`src/rtl/mkag_pkg.sv`:
```
// mkag_pkg: shared types, constants and helper functions for the midi keyed audio gate
// no dependencies; used by every module in rtl/

package mkag_pkg;

    // field widths
    localparam int SAMPLE_W    = 24;
    localparam int GAIN_FRAC   = 16;
    localparam int GATE_W      = GAIN_FRAC + 1;        // gate level holds 0 .. unity
    localparam int GAIN_W      = GATE_W + 1;           // total gain, may exceed unity
    localparam int HOLD_W      = 20;
    localparam int COUNT_W     = 8;
    localparam int STEP_W      = 17;
    localparam int CFG_INDEX_W = 3;
    localparam int CFG_DATA_W  = 20;

    // shared multiplier
    localparam int MUL_A_W     = SAMPLE_W + 1;
    localparam int MUL_B_W     = GAIN_W + 1;
    localparam int PROD_W      = MUL_A_W + MUL_B_W;
    localparam int CUT_PROD_W  = 2 * GATE_W;

    localparam logic [GATE_W-1:0] GATE_ONE  = GATE_W'(1) << GAIN_FRAC;
    localparam logic [COUNT_W-1:0] COUNT_MAX = {COUNT_W{1'b1}};

    // register reset values
    localparam logic [STEP_W-1:0] ATTACK_RST   = STEP_W'(656);
    localparam logic [STEP_W-1:0] DECAY_RST    = STEP_W'(66);
    localparam logic [HOLD_W-1:0] HOLD_RST     = HOLD_W'(4800);
    localparam logic [GATE_W-1:0] CUT_RST      = '0;
    localparam logic              BYPASS_RST   = 1'b0;
    localparam logic              INIT_DIR_RST = 1'b0;

    // midi status high nibbles
    localparam logic [3:0] MIDI_NOTE_OFF = 4'h8;
    localparam logic [3:0] MIDI_NOTE_ON  = 4'h9;
    localparam logic [3:0] MIDI_PROGRAM  = 4'hC;

    // item kinds
    localparam logic ITEM_SAMPLE = 1'b0;
    localparam logic ITEM_MIDI   = 1'b1;

    // reported gate codes
    localparam logic [1:0] GATE_CODE_SHUT = 2'd0;
    localparam logic [1:0] GATE_CODE_HOLD = 2'd1;
    localparam logic [1:0] GATE_CODE_OPEN = 2'd2;

    typedef enum logic [CFG_INDEX_W-1:0] {
        REG_ATTACK_STEP = 3'd0,
        REG_DECAY_STEP  = 3'd1,
        REG_HOLD        = 3'd2,
        REG_CUT_GAIN    = 3'd3,
        REG_BYPASS      = 3'd4,
        REG_INIT_DIR    = 3'd5
    } cfg_reg_t;

    typedef enum logic [2:0] {
        PH_CLOSED  = 3'd0,
        PH_OPENING = 3'd1,
        PH_OPEN    = 3'd2,
        PH_HOLD    = 3'd3,
        PH_CLOSING = 3'd4
    } phase_t;

    typedef enum logic [2:0] {
        ST_IDLE,
        ST_MUL_CUT,
        ST_GAIN,
        ST_MUL_LEFT,
        ST_MUL_RIGHT,
        ST_WRITE
    } ctrl_state_t;

    typedef enum logic [1:0] {
        MUL_CUT,
        MUL_LEFT,
        MUL_RIGHT
    } mul_sel_t;

    typedef struct packed {
        logic                       cmd;
        logic signed [SAMPLE_W-1:0] left_in;
        logic signed [SAMPLE_W-1:0] right_sample;
        logic [7:0]                 midi_status;
        logic [6:0]                 midi_data;
    } in_item_t;

    typedef struct packed {
        logic signed [SAMPLE_W-1:0] left_gated;
        logic signed [SAMPLE_W-1:0] right_gated;
        logic [1:0]                 gate_code;
    } out_item_t;

    typedef struct packed {
        logic [STEP_W-1:0] attack_step;
        logic [STEP_W-1:0] decay_step;
        logic [HOLD_W-1:0] hold_samples;
        logic [GATE_W-1:0] cut_gain;
        logic              bypass;
        logic              initial_direction;
    } cfg_t;

    // controller to datapath
    typedef struct packed {
        logic     accept;
        logic     mul_en;
        mul_sel_t mul_sel;
        logic     load_gain;
        logic     load_left;
        logic     load_out;
    } dp_cmd_t;

    // datapath to controller
    typedef struct packed {
        logic is_midi;
        logic bypass;
    } dp_status_t;

    // round half up after the gain product, then clamp to the sample range
    function automatic logic [SAMPLE_W-1:0] round_sat(input logic signed [PROD_W-1:0] p);
        logic signed [PROD_W-1:0]             q;
        logic [PROD_W-SAMPLE_W-GAIN_FRAC:0]   top;
        logic [SAMPLE_W-1:0]                  res;
        q   = p + PROD_W'(1 << (GAIN_FRAC - 1));
        top = q[PROD_W-1:SAMPLE_W+GAIN_FRAC-1];
        if ((top == '0) || (top == '1))
        begin
            res = q[SAMPLE_W+GAIN_FRAC-1:GAIN_FRAC];
        end
        else if (q[PROD_W-1])
        begin
            res = {1'b1, {(SAMPLE_W-1){1'b0}}};
        end
        else
        begin
            res = {1'b0, {(SAMPLE_W-1){1'b1}}};
        end
        return res;
    endfunction

endpackage

```
`src/rtl/midi_keyed_audio_gate.sv`:
```
// midi keyed audio gate: a midi message is taken while idle and gives no result; a sample pair has
// its result registered after the cut product, gain, left, right and write steps (write only when
// bypassed), set by one 25x19 multiplier shared for the cut gain product and the two channel products
// one item at a time: a midi message per cycle while idle; a sample pair stalls input until written
// reset (rst_n low, async): gate closed at level 0, hold and note count 0, direction 0,
// registers to their defaults, no result pending

module midi_keyed_audio_gate (
    input  logic                               clk,
    input  logic                               rst_n,
    // item channel: midi messages and stereo sample pairs
    input  logic                               item_valid,
    output logic                               item_stall,
    input  mkag_pkg::in_item_t                 item,
    // result channel: one result per sample pair
    output logic                               result_valid,
    input  logic                               result_stall,
    output mkag_pkg::out_item_t                result,
    // register write channel
    input  logic                               cfg_valid,
    output logic                               cfg_ready,
    input  logic [mkag_pkg::CFG_INDEX_W-1:0]   cfg_index,
    input  logic [mkag_pkg::CFG_DATA_W-1:0]    cfg_data
);

    mkag_pkg::cfg_t       cfg;
    mkag_pkg::dp_cmd_t    cmd;
    mkag_pkg::dp_status_t status;

    // register file; the user must write only while the gate is idle, the block does not enforce it
    mkag_cfg u_cfg (
        .clk       (clk),
        .rst_n     (rst_n),
        .cfg_valid (cfg_valid),
        .cfg_ready (cfg_ready),
        .cfg_index (cfg_index),
        .cfg_data  (cfg_data),
        .cfg       (cfg)
    );

    // sequencer: idle -> cut product -> gain -> left product -> right product -> write (bypass: idle -> write)
    // midi messages finish in the idle cycle that takes them
    mkag_ctrl u_ctrl (
        .clk          (clk),
        .rst_n        (rst_n),
        .item_valid   (item_valid),
        .item_stall   (item_stall),
        .result_valid (result_valid),
        .result_stall (result_stall),
        .status       (status),
        .cmd          (cmd)
    );

    // gate state, note count, shared multiplier and the result register
    // the result register lets the next item transfer while a result still waits
    mkag_dp u_dp (
        .clk    (clk),
        .rst_n  (rst_n),
        .item   (item),
        .cfg    (cfg),
        .cmd    (cmd),
        .status (status),
        .result (result)
    );

    // a sample pair keeps the sequencer busy in the following cycle
    assert property (@(posedge clk) disable iff (!rst_n)
        (item_valid && !item_stall && (item.cmd == mkag_pkg::ITEM_SAMPLE)) |=> item_stall)
        else $error("sequencer did not start on a sample transfer");

    // a midi message completes in the cycle that takes it
    assert property (@(posedge clk) disable iff (!rst_n)
        (item_valid && !item_stall && (item.cmd == mkag_pkg::ITEM_MIDI)) |=> !item_stall)
        else $error("midi transfer left the sequencer busy");

    // a new result only comes out of the write step of a busy sequencer
    assert property (@(posedge clk) disable iff (!rst_n)
        $rose(result_valid) |-> $past(item_stall))
        else $error("result appeared without a sample in flight");

    // the decoded command never loads the result register outside of a free slot
    assert property (@(posedge clk) disable iff (!rst_n)
        cmd.load_out |-> (!result_valid || !result_stall))
        else $error("result register overwritten while stalled");

endmodule

```
`src/rtl/mkag_cfg.sv`:
```
// mkag_cfg: configuration register file written through the cfg channel
// depends on mkag_pkg

module mkag_cfg (
    input  logic                               clk,
    input  logic                               rst_n,
    input  logic                               cfg_valid,
    output logic                               cfg_ready,
    input  logic [mkag_pkg::CFG_INDEX_W-1:0]   cfg_index,
    input  logic [mkag_pkg::CFG_DATA_W-1:0]    cfg_data,
    output mkag_pkg::cfg_t                     cfg
);

    mkag_pkg::cfg_t cfg_reg;
    mkag_pkg::cfg_t cfg_next;

    assign cfg_ready = 1'b1;
    assign cfg       = cfg_reg;

    always_comb
    begin
        cfg_next = cfg_reg;
        if (cfg_valid)
        begin
            case (cfg_index)
                mkag_pkg::REG_ATTACK_STEP: cfg_next.attack_step  = cfg_data[mkag_pkg::STEP_W-1:0];
                mkag_pkg::REG_DECAY_STEP:  cfg_next.decay_step   = cfg_data[mkag_pkg::STEP_W-1:0];
                mkag_pkg::REG_HOLD:        cfg_next.hold_samples = cfg_data[mkag_pkg::HOLD_W-1:0];
                mkag_pkg::REG_CUT_GAIN:    cfg_next.cut_gain     = cfg_data[mkag_pkg::GATE_W-1:0];
                mkag_pkg::REG_BYPASS:      cfg_next.bypass       = cfg_data[0];
                mkag_pkg::REG_INIT_DIR:    cfg_next.initial_direction = cfg_data[0];
                default:                   cfg_next = cfg_reg;
            endcase
        end
    end

    always_ff @(posedge clk or negedge rst_n)
    begin
        if (!rst_n)
        begin
            cfg_reg.attack_step       <= mkag_pkg::ATTACK_RST;
            cfg_reg.decay_step        <= mkag_pkg::DECAY_RST;
            cfg_reg.hold_samples      <= mkag_pkg::HOLD_RST;
            cfg_reg.cut_gain          <= mkag_pkg::CUT_RST;
            cfg_reg.bypass            <= mkag_pkg::BYPASS_RST;
            cfg_reg.initial_direction <= mkag_pkg::INIT_DIR_RST;
        end
        else
        begin
            cfg_reg <= cfg_next;
        end
    end

endmodule

```
`src/rtl/mkag_ctrl.sv`:
```
// mkag_ctrl: sequencing state machine and output valid for the gate
// depends on mkag_pkg; drives mkag_dp through dp_cmd_t

module mkag_ctrl (
    input  logic                   clk,
    input  logic                   rst_n,
    input  logic                   item_valid,
    output logic                   item_stall,
    output logic                   result_valid,
    input  logic                   result_stall,
    input  mkag_pkg::dp_status_t   status,
    output mkag_pkg::dp_cmd_t      cmd
);

    mkag_pkg::ctrl_state_t state_reg;
    mkag_pkg::ctrl_state_t state_next;
    logic                  out_valid_reg;
    logic                  out_valid_next;
    logic                  out_free;

    assign out_free     = !out_valid_reg || !result_stall;
    assign item_stall   = (state_reg != mkag_pkg::ST_IDLE);
    assign result_valid = out_valid_reg;

    always_comb
    begin
        state_next    = state_reg;
        cmd.accept    = 1'b0;
        cmd.mul_en    = 1'b0;
        cmd.mul_sel   = mkag_pkg::MUL_CUT;
        cmd.load_gain = 1'b0;
        cmd.load_left = 1'b0;
        cmd.load_out  = 1'b0;
        case (state_reg)
            mkag_pkg::ST_IDLE:
            begin
                if (item_valid)
                begin
                    cmd.accept = 1'b1;
                    if (!status.is_midi)
                    begin
                        state_next = status.bypass ? mkag_pkg::ST_WRITE : mkag_pkg::ST_MUL_CUT;
                    end
                end
            end
            mkag_pkg::ST_MUL_CUT:
            begin
                cmd.mul_en  = 1'b1;
                cmd.mul_sel = mkag_pkg::MUL_CUT;
                state_next  = mkag_pkg::ST_GAIN;
            end
            mkag_pkg::ST_GAIN:
            begin
                cmd.load_gain = 1'b1;
                state_next    = mkag_pkg::ST_MUL_LEFT;
            end
            mkag_pkg::ST_MUL_LEFT:
            begin
                cmd.mul_en  = 1'b1;
                cmd.mul_sel = mkag_pkg::MUL_LEFT;
                state_next  = mkag_pkg::ST_MUL_RIGHT;
            end
            mkag_pkg::ST_MUL_RIGHT:
            begin
                cmd.mul_en    = 1'b1;
                cmd.mul_sel   = mkag_pkg::MUL_RIGHT;
                cmd.load_left = 1'b1;
                state_next    = mkag_pkg::ST_WRITE;
            end
            mkag_pkg::ST_WRITE:
            begin
                if (out_free)
                begin
                    cmd.load_out = 1'b1;
                    state_next   = mkag_pkg::ST_IDLE;
                end
            end
            default:
            begin
                state_next = mkag_pkg::ST_IDLE;
            end
        endcase
    end

    always_comb
    begin
        if (cmd.load_out)
        begin
            out_valid_next = 1'b1;
        end
        else if (result_stall)
        begin
            out_valid_next = out_valid_reg;
        end
        else
        begin
            out_valid_next = 1'b0;
        end
    end

    always_ff @(posedge clk or negedge rst_n)
    begin
        if (!rst_n)
        begin
            state_reg     <= mkag_pkg::ST_IDLE;
            out_valid_reg <= 1'b0;
        end
        else
        begin
            state_reg     <= state_next;
            out_valid_reg <= out_valid_next;
        end
    end

endmodule

```
`src/rtl/mkag_dp.sv`:
```
// mkag_dp: gate state, midi note tracking, shared gain multiplier and result register
// depends on mkag_pkg; commanded by mkag_ctrl

module mkag_dp (
    input  logic                   clk,
    input  logic                   rst_n,
    input  mkag_pkg::in_item_t     item,
    input  mkag_pkg::cfg_t         cfg,
    input  mkag_pkg::dp_cmd_t      cmd,
    output mkag_pkg::dp_status_t   status,
    output mkag_pkg::out_item_t    result
);

    // gate state
    mkag_pkg::phase_t                     phase_reg, phase_next;
    logic [mkag_pkg::GATE_W-1:0]          gate_reg, gate_next;
    logic [mkag_pkg::HOLD_W-1:0]          hold_reg, hold_next;
    logic [mkag_pkg::COUNT_W-1:0]         count_reg, count_next;
    logic                                 dir_reg, dir_next;

    // payload
    logic signed [mkag_pkg::SAMPLE_W-1:0] left_reg, right_reg;
    logic signed [mkag_pkg::PROD_W-1:0]   prod_reg;
    logic [mkag_pkg::GAIN_W-1:0]          gain_reg;
    logic [mkag_pkg::SAMPLE_W-1:0]        left_res_reg;
    mkag_pkg::out_item_t                  result_reg;

    logic                                 active;
    logic [mkag_pkg::STEP_W-1:0]          a_step, d_step;
    logic [mkag_pkg::GATE_W:0]            open_sum;
    logic signed [mkag_pkg::MUL_A_W-1:0]  mul_a;
    logic signed [mkag_pkg::MUL_B_W-1:0]  mul_b;
    logic signed [mkag_pkg::PROD_W-1:0]   prod_next;
    logic [mkag_pkg::CUT_PROD_W-1:0]      cut_rnd;
    logic [mkag_pkg::GAIN_W-1:0]          gain_next;
    logic [1:0]                           code;

    assign status.is_midi = (item.cmd == mkag_pkg::ITEM_MIDI);
    assign status.bypass  = cfg.bypass;
    assign result         = result_reg;

    assign active   = dir_reg ? (count_reg == '0) : (count_reg != '0);
    assign a_step   = (cfg.attack_step == '0) ? mkag_pkg::STEP_W'(1) : cfg.attack_step;
    assign d_step   = (cfg.decay_step == '0) ? mkag_pkg::STEP_W'(1) : cfg.decay_step;
    assign open_sum = {1'b0, gate_reg} + {1'b0, a_step};

    // note tracking and per-sample phase machine
    always_comb
    begin
        phase_next = phase_reg;
        gate_next  = gate_reg;
        hold_next  = hold_reg;
        count_next = count_reg;
        dir_next   = dir_reg;
        if (cmd.accept && (item.cmd == mkag_pkg::ITEM_MIDI))
        begin
            if (!cfg.bypass)
            begin
                case (item.midi_status[7:4])
                    mkag_pkg::MIDI_NOTE_ON:
                    begin
                        if (count_reg != mkag_pkg::COUNT_MAX)
                        begin
                            count_next = count_reg + 1'b1;
                        end
                    end
                    mkag_pkg::MIDI_NOTE_OFF:
                    begin
                        if (count_reg != '0)
                        begin
                            count_next = count_reg - 1'b1;
                        end
                    end
                    mkag_pkg::MIDI_PROGRAM:
                    begin
                        if (item.midi_data[6:1] == '0)
                        begin
                            phase_next = mkag_pkg::PH_CLOSED;
                            gate_next  = '0;
                            hold_next  = '0;
                            count_next = '0;
                            dir_next   = item.midi_data[0];
                        end
                    end
                    default:
                    begin
                        count_next = count_reg;
                    end
                endcase
            end
        end
        else if (cmd.accept)
        begin
            case (phase_reg)
                mkag_pkg::PH_CLOSED:
                begin
                    if (active)
                    begin
                        phase_next = mkag_pkg::PH_OPENING;
                    end
                end
                mkag_pkg::PH_OPENING:
                begin
                    if (open_sum >= {1'b0, mkag_pkg::GATE_ONE})
                    begin
                        gate_next  = mkag_pkg::GATE_ONE;
                        phase_next = mkag_pkg::PH_OPEN;
                    end
                    else
                    begin
                        gate_next = open_sum[mkag_pkg::GATE_W-1:0];
                    end
                end
                mkag_pkg::PH_OPEN:
                begin
                    if (!active)
                    begin
                        phase_next = mkag_pkg::PH_HOLD;
                        hold_next  = cfg.hold_samples;
                    end
                end
                mkag_pkg::PH_HOLD:
                begin
                    if (active)
                    begin
                        phase_next = mkag_pkg::PH_OPEN;
                    end
                    else if (hold_reg == '0)
                    begin
                        phase_next = mkag_pkg::PH_CLOSING;
                    end
                    else
                    begin
                        hold_next = hold_reg - 1'b1;
                    end
                end
                mkag_pkg::PH_CLOSING:
                begin
                    gate_next = (gate_reg > d_step) ? (gate_reg - d_step) : '0;
                    if (active)
                    begin
                        phase_next = mkag_pkg::PH_OPENING;
                    end
                    else if (gate_next == '0)
                    begin
                        phase_next = mkag_pkg::PH_CLOSED;
                    end
                end
                default:
                begin
                    phase_next = mkag_pkg::PH_CLOSED;
                end
            endcase
        end
    end

    // shared multiplier operand select
    always_comb
    begin
        case (cmd.mul_sel)
            mkag_pkg::MUL_CUT:
            begin
                mul_a = $signed({{(mkag_pkg::MUL_A_W-mkag_pkg::GATE_W){1'b0}}, cfg.cut_gain});
                mul_b = $signed({{(mkag_pkg::MUL_B_W-mkag_pkg::GATE_W){1'b0}},
                                 mkag_pkg::GATE_ONE - gate_reg});
            end
            mkag_pkg::MUL_LEFT:
            begin
                mul_a = {left_reg[mkag_pkg::SAMPLE_W-1], left_reg};
                mul_b = $signed({1'b0, gain_reg});
            end
            mkag_pkg::MUL_RIGHT:
            begin
                mul_a = {right_reg[mkag_pkg::SAMPLE_W-1], right_reg};
                mul_b = $signed({1'b0, gain_reg});
            end
            default:
            begin
                mul_a = '0;
                mul_b = '0;
            end
        endcase
    end

    assign prod_next = mul_a * mul_b;

    // gain = gate + round(cut * (1 - gate))
    assign cut_rnd   = prod_reg[mkag_pkg::CUT_PROD_W-1:0]
                     + mkag_pkg::CUT_PROD_W'(1 << (mkag_pkg::GAIN_FRAC - 1));
    assign gain_next = {1'b0, gate_reg} + cut_rnd[mkag_pkg::CUT_PROD_W-1:mkag_pkg::GAIN_FRAC];

    always_comb
    begin
        case (phase_reg)
            mkag_pkg::PH_OPEN: code = mkag_pkg::GATE_CODE_OPEN;
            mkag_pkg::PH_HOLD: code = mkag_pkg::GATE_CODE_HOLD;
            default:           code = mkag_pkg::GATE_CODE_SHUT;
        endcase
    end

    always_ff @(posedge clk or negedge rst_n)
    begin
        if (!rst_n)
        begin
            phase_reg <= mkag_pkg::PH_CLOSED;
            gate_reg  <= '0;
            hold_reg  <= '0;
            count_reg <= '0;
            dir_reg   <= mkag_pkg::INIT_DIR_RST;
        end
        else
        begin
            phase_reg <= phase_next;
            gate_reg  <= gate_next;
            hold_reg  <= hold_next;
            count_reg <= count_next;
            dir_reg   <= dir_next;
        end
    end

    always_ff @(posedge clk)
    begin
        if (cmd.accept)
        begin
            left_reg  <= item.left_in;
            right_reg <= item.right_sample;
        end
        if (cmd.mul_en)
        begin
            prod_reg <= prod_next;
        end
        if (cmd.load_gain)
        begin
            gain_reg <= gain_next;
        end
        if (cmd.load_left)
        begin
            left_res_reg <= mkag_pkg::round_sat(prod_reg);
        end
        if (cmd.load_out)
        begin
            result_reg.left_gated  <= cfg.bypass ? left_reg : $signed(left_res_reg);
            result_reg.right_gated <= cfg.bypass ? right_reg
                                                 : $signed(mkag_pkg::round_sat(prod_reg));
            result_reg.gate_code   <= code;
        end
    end

endmodule

```
`config.mk`:
```
export PLATFORM = sky130hd
export DESIGN_NAME = midi_keyed_audio_gate
export DESIGN_NICKNAME = d
export VERILOG_FILES = /design/src/rtl/mkag_pkg.sv /design/src/rtl/midi_keyed_audio_gate.sv /design/src/rtl/mkag_cfg.sv /design/src/rtl/mkag_ctrl.sv /design/src/rtl/mkag_dp.sv
export SDC_FILE = /design/constraint.sdc
export NUM_CORES = 2
export LEC_CHECK = 0
export BUFFER_PORTS_ARGS = -buffer_cell sky130_fd_sc_hd__clkbuf_2
export CAP_MARGIN = 20
export CORE_ASPECT_RATIO = 2
export CORE_MARGIN = 2
export CORE_UTILIZATION = 50
export DETAILED_ROUTE_END_ITERATION = 10
export PLACE_DENSITY = 0.73
export SLEW_MARGIN = 20
export SYNTH_ARGS = -nofsm -noshare
export SYNTH_HDL_FRONTEND = slang
export SYNTH_SLANG_ARGS = --single-unit
```
`constraint.sdc`:
```
create_clock -name clk -period 10.3 [get_ports clk]
set_input_delay 2.575 -clock clk [delete_from_list [all_inputs] [get_ports clk]]
set_output_delay 2.575 -clock clk [all_outputs]
set_load 0.05 [all_outputs]
```
---- After elaboration in Yosys (flattened, before gate mapping) ----
Cells that the tools add are included.
operators by class
  add/subtract/negate cells ............... 9
  multipliers ............................. 1
  $lt $le $gt $ge ......................... 2
  equal/unequal tests ..................... 37
  muxes and demuxes ....................... 58
  bitwise gates (word level) .............. 1
  reduce and logical (&&, ||, !) cells .... 34
operators with widths
  kind                      count
  $mux W20                  8
  $mux W17                  9
  $mux W24                  4
  $pmux W25 S3              1
  $logic_not A17 Y1         3
  $mux W3                   16
  $add A44 B17 Y44 const B  1
  $mul A25 B19 Y44          1
  $pmux W20 S2              1
  $pmux W18 S2              1
  $add A34 B16 Y34 const B  1
  $pmux W17 S2              1
  $mux W8                   3
  $pmux W8 S3               1
  $logic_not A20 Y1         1
  $sub A20 B1 Y20 const B   1
  $add A17 B17 Y18          1
  $add A17 B18 Y18          1
  $eq A3 B2 Y1 const B      6
  $ge A18 B17 Y1 const B    1
  $pmux W3 S6               1
  $gt A17 B17 Y1            1
  $sub A17 B17 Y17          1
  $sub A17 B17 Y17 const A  1
  39 further kinds          76
storage, ports and cells
  bits in registers ....................... 309
  output and inout port bits .............. 53
  word-level logic and storage cells ...... 162

---- Depth between registers and ports, before layout ----
  word-level depth ........................ 10
  depth in mapped cells ................... 34
  depth with buffers taken out ............ 32

---- By module ----
Synthesis repeated with hierarchy kept, for this count alone.
unflattened totals
  cell total of the unflattened synthesis .. 3119
  area total of the unflattened synthesis .. 30807.0 um^2
modules (own cells, without submodules)
  module     instances  cells each  area each (um^2)  sequential area each (um^2)
  mkag_dp    1          2929        27726.6           6301.0
  mkag_cfg   1          160         2805.2            1838.0
  mkag_ctrl  1          30          275.3             100.1

---- Worst setup path after synthesis ----
Ideal clock, no wire load.
  path kind ............................... register -> register
  from .................................... register u_ctrl.state_reg[1]
  to ...................................... register u_dp.prod_reg[43] (netlist bit), data pin
  setup time .............................. 0.263 ns
  arrival time ............................ 8.176 ns
  required time ........................... 10.037 ns
  setup slack ............................. 1.861 ns
  cell stages (with the launch flop) ...... 30
  path buffers ............................ 3
  cell sequence ........................... dfrtp_1 or3b_1 buf_6 clkinv_4 clkbuf_1 clkbuf_1 a22o_1 nand2_1 fa_1 inv_1 fa_1 inv_1 fa_1 inv_1 fa_1 fa_1 inv_1 fa_1 inv_1 ha_1 a21oi_1 nor2b_1 o21ai_0 nand2b_1 a21oi_1 nor2_1 a21oi_1 o21ai_1 o41ai_2 xnor2_1
on the way
  cells in the longest elaborated chain, start to end .. 6
  elaborated cells between the ends (all ways) .. 11
  classes of those cells .................. mul: 1; eq/ne: 5; mux: 3; reduce/logical: 2
ends and longest elaborated chain
  element                                       RTL line          source
  start: declaration                            mkag_ctrl.sv:15   mkag_pkg::ctrl_state_t state_reg;
  start signal: assignment                      mkag_ctrl.sv:105  state_reg <= mkag_pkg::ST_IDLE;
  start signal: assignment                      mkag_ctrl.sv:110  state_reg <= state_next;
  $eq A3 B3 Y1, or another cell as far along    mkag_ctrl.sv:34   case (state_reg)
  $pmux W3 S3 *                                 mkag_ctrl.sv:34
  $eq A2 B1 Y1 or $eq A2 B2 Y1 (tied branches)  mkag_dp.sv:160    case (cmd.mul_sel)
  $reduce_or A2 Y1 (no source line)             n/a
  $pmux W18 S2                                  mkag_dp.sv:160
  $mul A25 B19 Y44 *                            mkag_dp.sv:185    assign prod_next = mul_a * mul_b;
  named net u_dp.prod_next, one bit             mkag_dp.sv:33     logic signed [mkag_pkg::PROD_W-1:0] prod_next;
  end signal: assignment                        mkag_dp.sv:230    prod_reg <= prod_next;
  end: declaration                              mkag_dp.sv:23     logic signed [mkag_pkg::PROD_W-1:0] prod_reg;
The timed path passes the listed nets; every way through them passes the cells marked *.
A chain may end at the register's enable or synchronous reset.

---- Worst setup path in the final report ----
  from .................................... register u_ctrl.state_reg[2]
  to ...................................... register u_dp.prod_reg[43] (netlist bit), data pin
The elaborated chain is that of the path after synthesis.

==> impl_results.md <==
* Distinct cells, synth at 86
* Setup TNS at 0 ps
* First-pass GRT wire length at 143 mm
* Post-CTS setup buffer count at 0
* Clk Latency, worst-skew pair at 560 ps
* FF+latch count, synth at 294
* F_max at 104 MHz
* Design Area, Final at 33,300 µm²
* CP max stage delay at 870 ps
* Share of cells above drive strength 1 at 0.125
* Antenna-violating nets left at 0
* Total clock sinks at 294
* Syn avg cell area at 9.82 µm²
* WHS Path Cells at 1
* Slew margin rel. at 0.240
* Flip-flop count of the largest register after layout at 72
* Die height at 354 µm
* Worst path slowest cell: a21oi_1
* Setup Skew at 23.0 ps
* Number of flops mapped to enable cells by yosys at 169
* Critical path required time at 10,580 ps
* H-tree level count at 1
* Most frequent CP cell: fa_1
* Via Count at 23.3k
* Syn nets at 3,813
* Max_cap viols at 0
* Seq. cell area at 8220 µm²
* Hpwl dp at 76.7 mm
* Most used DFF post-synth: edfxtp_1
* Die Width at 179 µm
* Number of buffers created by CTS at 26
* Worst hold path type: flip-flop to flip-flop
* Number of global-route vias before repair at 25.5k
* Clock root cell: clkbuf_16
* Detailed router's first-iteration violation count at 1,550
* TritonCTS clock tree: done
* Via density at 5.77
* Placed cell area at 32,400 µm²
* Post-route clock period utilization at 0.934
* Count of warnings emitted by yosys at 0
* Routed WL per cell at 23.3 µm
* Ant diodes at 0
* Clock slew seen by the registers of the worst setup and hold paths at 60 ps
* Gr usage total at 0.309
* Post-Syn Area at 30,600 µm²
* Hold_buf cts at 0
* Site Rows at 128
* Initial Utilization at 0.504
* Worst path arrival time at 9900 ps
* Full die area at 63,400 µm²
* Initial antenna violation count at 0
* Critical path endpoint category: flip-flop
* Seq/Total Area, Yosys at 0.268
* Post-synthesis instance total at 3,117
* # DRC at 0
* Fillers at 5,274
* Pin count of the biggest net entering global routing at 69
* Crit path kind: flip-flop to flip-flop
* Max Fanout on Critical Path at 49
* Status: finished, final reports clean
* GP Congestion at 0.993
* I/O Pins at 145
* Grt total ovfl at 0
* Fin crit period at 9620 ps
* Clock Path Buffers at 3
* Area grow syn2layout at 8.66%
* Pins over their slew limit at 0
* Port Buffers at 139
* R2R cell count at 29
* First-pass DRT Iterations at 5
* Multi-input gate area at 19,800 µm²
* Routed Wire Length at 94.2 mm
* Worst Setup Start Kind: flip-flop
* Asr flop ratio synth at 0.425
* RSZ-0062 raised after global routing: false
* CTS-repair resized insts at 0
* Core ar. at 60,700 µm²
* Fin. Hold Viols at 0
* Final setup viols at 0
* Nets at 3,931
* Tightest Pin Transition at 1130 ps
-- layer usage --
layer / GRT usage / wire (µm) / share of wire
met5: 0 / 0 / 0
met4: 0.308 / 12200 / 0.13
met2: 0.547 / 48900 / 0.52
met1: 0.292 / 28100 / 0.30
met3: 0.0432 / 4930 / 0.052
-- cell usage after synthesis, drive strengths merged, types with 3 or more instances --
master,n,area [µm²]
a2bb2oi,6,58.8
ha,168,2100
o211ai,5,42.5
nor2b,26,163
a21o,42,315
nand3,31,160
fa,436,8730
or3,12,75.1
a31oi,6,52.6
nand2b,30,188
o21a,10,75.1
and2,25,156
mux2i,7,70.1
o21bai,15,124
and3,14,87.6
edfxtp,169,5070
or3b,3,26.3
buf,12,63.8
nor4,19,119
nand4,15,93.8
and4,4,35.0
a22oi,22,165
or4,6,48.8
xor2,41,359
nor3,31,160
o41ai,3,33.8
dfrtp,116,2900
inv,595,2230
nor3b,5,37.5
o21ai,129,649
or2,10,62.6
xnor2,80,701
a211oi,7,52.6
nor2,298,1130
mux2,106,1190
clkbuf,106,398
o31ai,9,81.3
a2111oi,3,32.5
a21boi,4,33.8
a41oi,3,45.1
a21oi,114,589
nand2,310,1170
a41o,3,30.0
a22o,28,245
dfstp,9,236
-- layout by cell type, fill, tap and decap left out, types with 101 or more instances in the layout --
| cell type | count |
|---|---|
| inv_1 | 595 |
| fa_1 | 436 |
| nand2_1 | 309 |
| nor2_1 | 294 |
| edfxtp_1 | 169 |
| ha_1 | 168 |
| clkbuf_2 | 138 |
| dfrtp_1 | 115 |
| a21oi_1 | 106 |
| o21ai_0 | 105 |
| mux2_2 | 101 |
-- worst paths after layout --
kind / slack, ps / from / end
worst max-delay path: 680 / u_ctrl.state_reg[2] / u_dp.prod_reg[43]
worst min-delay path: 510 / u_cfg.cfg[33] / u_cfg.cfg[33]
worst max register to register: 680 / u_ctrl.state_reg[2] / u_dp.prod_reg[43]
worst min register to register: 510 / u_cfg.cfg[33] / u_cfg.cfg[33]
max in group asynchronous: 6820 / rst_n / u_cfg.cfg[27]
min in group asynchronous: 2080 / rst_n / u_dp.count_reg[4]
-- cells by family (layout without fill, tap and decap cells) --
family | after synthesis | in the layout | synth area share
and+or+nand+nor | 844 | 844 | 0.123
buffers and inverters | 715 | 853 | 0.0884
adders and majority gates | 604 | 604 | 0.354
AOI/OAI and AO/OA | 425 | 425 | 0.0911
DFF | 294 | 294 | 0.268
xor gates and xnor gates | 121 | 121 | 0.0346
muxes | 113 | 113 | 0.0413
other | 1 | 1 | 0.000122
-- through the flow --
step | hold WS [ps] | cells | util | setup WS (ps)
floorplan | 464 | 3117 | - | 1860
global placement | 483 | 3987 | 0.534 | 964
detailed placement | 493 | 3987 | 0.534 | 833
CTS | 507 | 4035 | 0.548 | 785
global route | 524 | 4035 | 0.548 | 323
finish | 508 | 4035 | 0.548 | 682
-- worst max-delay path, delay by kind of cell, from the launching register on --
family,cells,cell delay (ps)
AND/OR/NAND/NOR,5,1350
flip-flops,1,610
AO/OA/AOI/OAI,10,2870
XOR/XNOR,1,150
adder cells (fa/ha/maj),7,3450
buffers and inverters,6,850
-- layout make-up --
type,instances,share of cell area
multi-input combinational,2108,0.595
sequential,294,0.247
inverter,597,0.0675
timing repair buffer,208,0.0365
tap,780,0.0293
clock buffer,38,0.0218
clock inverter,10,0.00327
Power is left out: the tool's default activity adds up to more than one toggle a clock period on the data nets, which glitch-free logic cannot reach.
